--- src/oet_pkg.sv ---
// types, codes and constants of the ordered entry table
package oet_pkg;

    localparam int DEF_CAPACITY = 32;
    localparam int DEF_MAX_ID   = 4095;

    localparam int OP_W     = 3;
    localparam int SQ_W     = 10;
    localparam int POS_W    = 6;
    localparam int TAG_W    = 32;
    localparam int ID_W     = 12;
    localparam int STATUS_W = 2;
    localparam int MI_W     = 5;
    localparam int CNT_W    = 6;
    localparam int NID_W    = 13;

    localparam int IN_TDATA_W  = 64;
    localparam int OUT_TDATA_W = 80;

    // cells examined per cycle by the find-last scan
    localparam int GROUP_W = 8;

    typedef enum logic [OP_W-1:0] {
        OP_FIND   = 3'd0,
        OP_INSERT = 3'd1,
        OP_REMOVE = 3'd2,
        OP_READ   = 3'd3,
        OP_ASSIGN = 3'd4
    } op_t;

    typedef enum logic [STATUS_W-1:0] {
        ST_OK       = 2'd0,
        ST_FULL     = 2'd1,
        ST_BAD_POS  = 2'd2,
        ST_OVERFLOW = 2'd3
    } status_t;

    typedef struct packed {
        logic [SQ_W-1:0]  square;
        logic [TAG_W-1:0] tag;
        logic [ID_W-1:0]  id;
    } entry_t;

    typedef struct packed {
        logic take_lower;
        logic take_upper;
        logic load_new;
        logic load_id;
    } cell_ctrl_t;

endpackage

--- src/oet_cell.sv ---
// one table cell: holds an entry, shifts to or from its neighbours and compares its square
module oet_cell (
    input  logic                         clk,
    input  oet_pkg::cell_ctrl_t          ctrl,
    input  oet_pkg::entry_t              lower,
    input  oet_pkg::entry_t              upper,
    input  oet_pkg::entry_t              new_entry,
    input  logic [oet_pkg::ID_W-1:0]     id_value,
    input  logic [oet_pkg::SQ_W-1:0]     key,
    output oet_pkg::entry_t              entry,
    output logic                         hit
);

    oet_pkg::entry_t entry_reg;
    oet_pkg::entry_t entry_next;

    always_comb
    begin
        entry_next = entry_reg;
        if (ctrl.load_new)
        begin
            entry_next = new_entry;
        end
        else if (ctrl.take_lower)
        begin
            entry_next = lower;
        end
        else if (ctrl.take_upper)
        begin
            entry_next = upper;
        end
        else if (ctrl.load_id)
        begin
            entry_next.id = id_value;
        end
    end

    always_ff @(posedge clk)
    begin
        entry_reg <= entry_next;
    end

    assign entry = entry_reg;
    assign hit   = (entry_reg.square == key);

endmodule

--- config.mk ---
export PLATFORM = sky130hd
export DESIGN_NAME = oet_cell
export DESIGN_NICKNAME = d
export VERILOG_FILES = /design/src/oet_pkg.sv /design/src/oet_cell.sv
export SDC_FILE = /design/constraint.sdc
export NUM_CORES = 1
export LEC_CHECK = 0
export ABC_AREA = 1
export BUFFER_PORTS_ARGS = -buffer_cell sky130_fd_sc_hd__buf_2
export CORE_ASPECT_RATIO = 0.6
export CORE_MARGIN = 5
export CORE_UTILIZATION = 25
export DETAILED_ROUTE_END_ITERATION = 7
export GPL_TIMING_DRIVEN = 0
export REMOVE_ABC_BUFFERS = 1
export SLEW_MARGIN = 25
export SYNTH_ARGS = -nofsm -noshare
export SYNTH_HDL_FRONTEND = slang
export SYNTH_SLANG_ARGS = --single-unit
export TNS_END_PERCENT = 5
--- constraint.sdc ---
create_clock -name clk -period 7.75 [get_ports clk]
set_clock_uncertainty 0.2 [all_clocks]
set_input_delay 1.9375 -clock clk [delete_from_list [all_inputs] [get_ports clk]]
set_output_delay 1.9375 -clock clk [all_outputs]
set_load 0.02 [all_outputs]
-- Word-level counts from Yosys, hierarchy flattened
Cells that the tools add are included.
- flip-flop bits (word level): 54
- word-level logic and storage cells: 11
- input bits: 189
- output and inout bits: 55
- muxes and demuxes: 5
- equal/unequal tests: 1
- reduce and logical (&&, ||, !) cells: 2
- operator list (kind ; count):
    $mux W54 ; 2
    $mux W42 ; 1
    $mux W12 ; 2
    $eq A10 B10 Y1 ; 1
    $reduce_bool A4 Y1 ; 1
    $reduce_bool A3 Y1 ; 1

-- Longest topological paths before layout
Gate-level depths: netlist (run 1).
- depth after elaboration: 4
- depth in mapped cells: 6
- depth with buffers taken out: 6

-- Worst setup path before layout (run 1)
Ideal clock, no wire load.
- kind: input -> output
- start: in key[9] (netlist name)
- end: out hit
- data required time: 5613 ps
- setup slack: 3090 ps
- arrival: 2523 ps
- stages: 4
- path buffers: 0
- cells stage by stage: xor2_1 -> nor2_1 -> nand2_1 -> nor2_1
- cells in the longest elaborated chain, start to end: 1
- RTL lines (item ; RTL line ; RTL):
    start: declaration ; oet_cell.sv:9 ; input logic [oet_pkg::SQ_W-1:0] key,
    $eq A10 B10 Y1 ; oet_cell.sv:44 ; assign hit = (entry_reg.square == key);
    end: declaration ; oet_cell.sv:11 ; output logic hit
No other way between the ends.

-- Worst setup path in the final report (run 1)
- start: in key[3] (netlist name)
- end: out hit
The elaborated chain is that of the path after synthesis.

==> results.toml, run 1 <==
[power]
vdd_ir_drop_max_uv = 72.1
powerDensity_nw_per_um2 = 178
leakagePower_nw = 2.24
p_total_mw = 0.784

[final_layout]
drive_gt1_share_pct = 45.6
largest_reg_flops = 54
syn2layout_area_growth_pct = 49.4
final_nets = 761
n_antenna_cell = 0

[sta]
setup_viol_count_final = 0
slew_headroom_pct = 45.6
fin_setup_tns_ps = 0
holdWs_ps = 1730
finalCriticalPeriod_ps = 4780
finalCritPeriodShare_pct = 61.7
max_slew.worst_pin.slew_ps = 815
slew_violations = 0
timing.fmax_mhz = 209
hold_viol = 0
rsz0062_at_grt = "false"

[cts]
clockBufferDepth = 2
numCtsBuffers = 5
cts.sinks = 54
cts_max_level = 2
cts_tree = "done"
cts_hold_buf = 0
cts_setup_buffers = 0
root_buffer = "clkbuf_16"
cts_resized = 0
clk_pin_slew_worst_paths_ps = 70

[logic_synthesis]
synth_top_family_by_area = "simple AND/OR/NAND/NOR gates"
yosys.area_share.simple_pct = 29.7
syn_inst = 339
synthXorXnorAreaFrac_pct = 0.890
synth_cell_type_count = 18
avgSynthCellArea_um2 = 8.71
synth-seq-area-share_pct = 54.9
yosysWarnings = 0
synth_top_area_cell = "edfxtp_1"
synth_compound_area_share_pct = 8.48
muxShareOfSynthArea_pct = 0
ys_ff_latch = 54
synth_area_leaders = "edfxtp_1, nand2_1, nand3_1"
synthAdderAreaFrac_pct = 0
synth_top_area_share_pct = 54.9
netlist_area_um2 = 2950

[worst_setup_path]
required_ps = 5610
endpoint_kind = "primary output"
worstSetupStartpointType = "primary input"
crit_fanout = 2
critPathKind = "primary input to primary output"
worstPathArrival_ps = 2640

[global_routing]
first_global_vias = 3342
grt_pass1_wl_um = 15700
grt_overflow = 0
grt_max_degree = 57
track_usage_pct = 13.8
antenna_found_initial = 0

[floorplanning]
die_y_um = 94.2
placeableCoreArea_um2 = 11400
rows = 30
ios = 244
initial_core_util_pct = 25.9
chipWidth_um = 150
die_area_um2 = 14200

[route]
ant_nets = 0
drt-initial-drc-count = 127
vias = 3214
post_drt_wl_per_cell_um = 14.0
drc = 0
dr.pass1.iters = 4
finalWirelength_um = 10300
vias_per_cell = 4.39

[hold_path]
hp-class = "primary input to flop"
holdPathStages = 3

[job]
max_cap_violations = 0

[placement]
numPortBuffers = 243
hpwlAfterDp_um = 8140
place_congestion = 0.810

[status]
outcome = "finished clean"
worst max-delay path: stages:
cell	delay, ps
buf_2	90
inv_1	30
nand2_1	50
nand2_1	50
nor2_1	110
nand3_1	110
nor2_1	90
buf_2	170
cells in the mapped netlist, drive strengths merged:
master    n
buf      17
clkbuf    1
nand2   145
nand3    43
clkinv    1
edfxtp   54
nor2     23
inv      14
a22oi    12
o21ai    24
xor2      3
or2       2
power by group:
group | switching (mW) | internal [mW] | total (mW)
clock | 0.0955 | 0.119 | 0.214
combinational | 0.118 | 0.0795 | 0.198
sequential | 0.0112 | 0.361 | 0.372
path summary, 6_finish.rpt:
kind                  slack, ps        end  startpoint
worst max-delay path       2970        hit      key[3]
worst min-delay path       1730  entry[48]   upper[48]
metal layers:
| metal | global-route usage, % | vias to the layer above | part of all wire, % |
|---|---|---|---|
| li1 | - | 1595 | - |
| met1 | 17.7 | 1452 | 44 |
| met2 | 22.6 | 161 | 45 |
| met3 | 5.40 | 6 | 11 |
| met4 | 1.90 | 0 | 0.37 |
| met5 | 0 | - | 0 |
cells by family (layout without fill, tap and decap cells):
logic type / count (synthesis) / after routing
compound gates: 36 / 36
xor+xnor: 3 / 3
buf+inv: 33 / 266
flops: 54 / 54
simple gates: 213 / 213
metrics by stage:
step,cells,utilization [%],setup slack (ps),area (um^2)
3_3_place_gp,724,37.3,1610,4250
3_5_place_dp,725,37.5,2780,4280
4_1_cts,732,38.7,2960,4410
6_report,732,38.7,2970,4410
2_1_floorplan,321,-,3090,2840
5_1_grt,732,38.7,2860,4410
area by class of cell:
| cell class | instances | area (um^2) |
|---|---|---|
| Clock buffer | 7 | 133 |
| Fill cell | 1227 | 7000 |
| Inverter | 15 | 61.3 |
| Multi-Input combinational cell | 252 | 1160 |
| Sequential cell | 54 | 1620 |
| Tap cell | 160 | 200 |
| Timing Repair Buffer | 244 | 1240 |
cells in the final DEF (no fill, tap or decap):
cell type / count
clkinv_4: 1
a22oi_1: 4
nor2_8: 1
a22oi_2: 8
clkbuf_1: 2
inv_1: 14
xor2_1: 3
nand2_2: 1
clkbuf_16: 5
edfxtp_1: 54
buf_2: 242
buf_12: 1
o21ai_0: 8
nand2_1: 144
o21ai_1: 16
buf_4: 1
nand3_1: 43
or2_1: 1
or2_4: 1
nor2_1: 22
(Power assumes the default switching activity.)
==> run 2, diff against run 1 <==
--- a/config.mk
+++ b/config.mk
@@ -5,7 +5,7 @@
 export SDC_FILE = /design/constraint.sdc
 export NUM_CORES = 1
 export LEC_CHECK = 0
-export ABC_AREA = 1
+export ABC_AREA = 0
 export BUFFER_PORTS_ARGS = -buffer_cell sky130_fd_sc_hd__buf_2
 export CORE_ASPECT_RATIO = 0.6
 export CORE_MARGIN = 5
==> constraint.sdc (replaced) <==
create_clock -name clk -period 4.31 [get_ports clk]
set_clock_uncertainty 0.2 [all_clocks]
set_input_delay 1.0775 -clock clk [delete_from_list [all_inputs] [get_ports clk]]
set_output_delay 1.0775 -clock clk [all_outputs]
set_load 0.02 [all_outputs]
==> run 2 against run 1 <==
  * Core utilization down 0.69 points
  * Critical path depth down 3
  * Combinational power up 79%
  * Critical path type unchanged
  * Highest routed layer unchanged
==> results.toml, run 2 <==
[floorplanning]
ios = 244
initial_core_util_pct = 25.2
placeableCoreArea_um2 = 11900
chipWidth_um = 152
rows = 31
die_y_um = 94.9
die_area_um2 = 14400

[logic_synthesis]
netlist_area_um2 = 3000
synth_area_leaders = "edfxtp_1, mux2i_1, o21ai_0"
ys_ff_latch = 54
synth_top_area_share_pct = 54.0
yosysWarnings = 0
yosys-top-cells-count = "edfxtp_1, mux2i_1, nand2_1, o21ai_0, mux2_2"
synth_top_area_cell = "edfxtp_1"
synth-edff-count = 54
async_reset_ff_share_pct = 0
syn_inst = 262
synth-seq-area-share_pct = 54.0
synth_flop_cell = "edfxtp_1"
synth_cell_type_count = 15
avgSynthCellArea_um2 = 11.5

[cts]
numCtsBuffers = 5
cts_hold_buf = 0
cts.sinks = 54
clk_pin_slew_worst_paths_ps = 70
clockBufferDepth = 2
cts_max_level = 2
root_buffer = "clkbuf_16"
cts_resized = 0
cts_setup_buffers = 0
cts_tree = "done"

[worst_setup_path]
crit_fanout = 1
cp_num_buf_inv = 2
endpoint_kind = "primary output"
timing.critical_path.mode_cell = "buf_2"
critPathKind = "primary input to primary output"
crit_chain = "buf_2, xnor2_1, nand4_1, nor4_1, buf_2"
critPathTopFamily = "simple AND/OR/NAND/NOR gates"
worstSetupStartpointType = "primary input"
worstPathArrival_ps = 1930
required_ps = 3030
slowest_delay_ps = 260
slowest_stage = "nor4_1"

[route]
vias_per_cell = 4.31
ant_nets = 0
finalWirelength_um = 9770
post_drt_wl_per_cell_um = 14.8
vias = 2843
drc = 0
drt-initial-drc-count = 89
dr.pass1.iters = 5

[sta]
slew_violations = 0
rsz0062_at_grt = "false"
hold_viol = 0
finalCriticalPeriod_ps = 3210
max_slew.worst_pin.slew_ps = 638
setup_viol_count_final = 0
timing.fmax_mhz = 311
slew_headroom_pct = 57.4
holdWs_ps = 863
layout_setup_ws_ps = 1100
fin_setup_tns_ps = 0
finalCritPeriodShare_pct = 74.5

[hold_path]
hp-class = "primary input to flop"
holdPathEnd = "entry[51]"
holdPathStages = 3
hp-start = "new_entry[51]"

[final_layout]
mostFrequentLayoutCells = "buf_2, mux2i_1, nand2_1, o21ai_0, edfxtp_1"
drive_gt1_share_pct = 53.3
multiInputGateArea_um2 = 1270
syn2layout_area_growth_pct = 50.5
largest_reg_flops = 54
n_antenna_cell = 0
seq_area_um2 = 1620
layout_commonest_cell = "buf_2"
final_nets = 684
fill_cells = 1225
utilization_pct = 38.0

[power]
internal-power_mw = 1.07
clkPwrFrac_pct = 30.9
comb_power_share_pct = 24.0
vdd_ir_drop_max_uv = 143
p_switching_mw = 0.402
switching_share_pct = 27.2
leakagePower_nw = 2.22
powerDensity_nw_per_um2 = 326
p_seq_share_pct = 45.2

[global_routing]
grt_max_degree = 61
antenna_found_initial = 0
track_usage_pct = 12.6
grt_pass1_wl_um = 14200
first_global_vias = 2933
grt_overflow = 0

[placement]
dp_slack_ps = 734
hpwlAfterDp_um = 8000
numPortBuffers = 243
place_congestion = 0.792

[status]
outcome = "finished clean"

[job]
max_cap_violations = 0
run 2: changes by cell type after synthesis, sizes merged, moves of 12 or more:
| cell | before | now |
|---|---|---|
| o21ai | 24 | 54 |
| a22oi | 12 | 0 |
| mux2i | 0 | 54 |
| inv | 14 | 0 |
| nand3 | 43 | 0 |
| nand2 | 145 | 54 |
| mux2 | 0 | 12 |
| nor2 | 23 | 0 |
run 2: power by group through the flow:
stage / sequential [mW] / combinational (mW) / clock (mW)
global route: 0.674 / 0.387 / 0.489
detailed placement: 0.679 / 0.358 / 0
global placement: 0.677 / 0.351 / 0
finish: 0.667 / 0.354 / 0.455
floorplan: 0.758 / 0.0834 / 0
CTS: 0.668 / 0.358 / 0.476
run 2: logic make-up (layout without fill, tap and decap cells):
group / Yosys count / count (layout) / synth area share (%)
xor+xnor: 10 / 10 / 2.92
compound gates: 54 / 54 / 9.00
simple gates: 59 / 59 / 7.96
buf+inv: 19 / 252 / 3.67
flops: 54 / 54 / 54.0
mux: 66 / 66 / 22.5
run 2: metrics by stage:
| stage | power, mW | instances | area, um^2 |
|---|---|---|---|
| after global routing | 1.55 | 660 | 4520 |
| after floorplan | 0.842 | 243 | 2890 |
| after CTS | 1.50 | 660 | 4520 |
| after detailed placement | 1.04 | 653 | 4360 |
| final | 1.48 | 660 | 4520 |
| after global placement | 1.03 | 651 | 4320 |
run 2: final cells by class:
type	instances	area share, %
well taps	165	4.57
clock inverters	2	0.747
multi-input cells	189	28.1
repair buffers	245	27.9
flip-flops and latches	54	35.9
clock buffers	5	2.77
run 2: worst min-delay path, stage by stage:
cell     delay [ps]
buf_2            70
nand2_1          40
o21ai_0          60
run 2: worst max-delay path by stage:
| stage | startpoint | endpoint | slack (ps) | cells after the start |
|---|---|---|---|---|
| floorplan | key[4] | hit | 1030 | 3 |
| global placement | ctrl[3] | entry[3] | 120 | 3 |
| detailed placement | ctrl[3] | entry[3] | 730 | 4 |
| CTS | ctrl[3] | entry[3] | 1050 | 4 |
| global route | ctrl[3] | entry[3] | 940 | 4 |
| finish | key[1] | hit | 1100 | 5 |
run 2: metal layers:
layer | vias to the layer above | global-route usage (%) | share of wire, %
met3 | 5 | 4.84 | 12
met1 | 1272 | 15.0 | 40
met2 | 147 | 22.2 | 47
li1 | 1419 | - | -
met5 | - | 0 | 0
met4 | 0 | 2.02 | 0.40
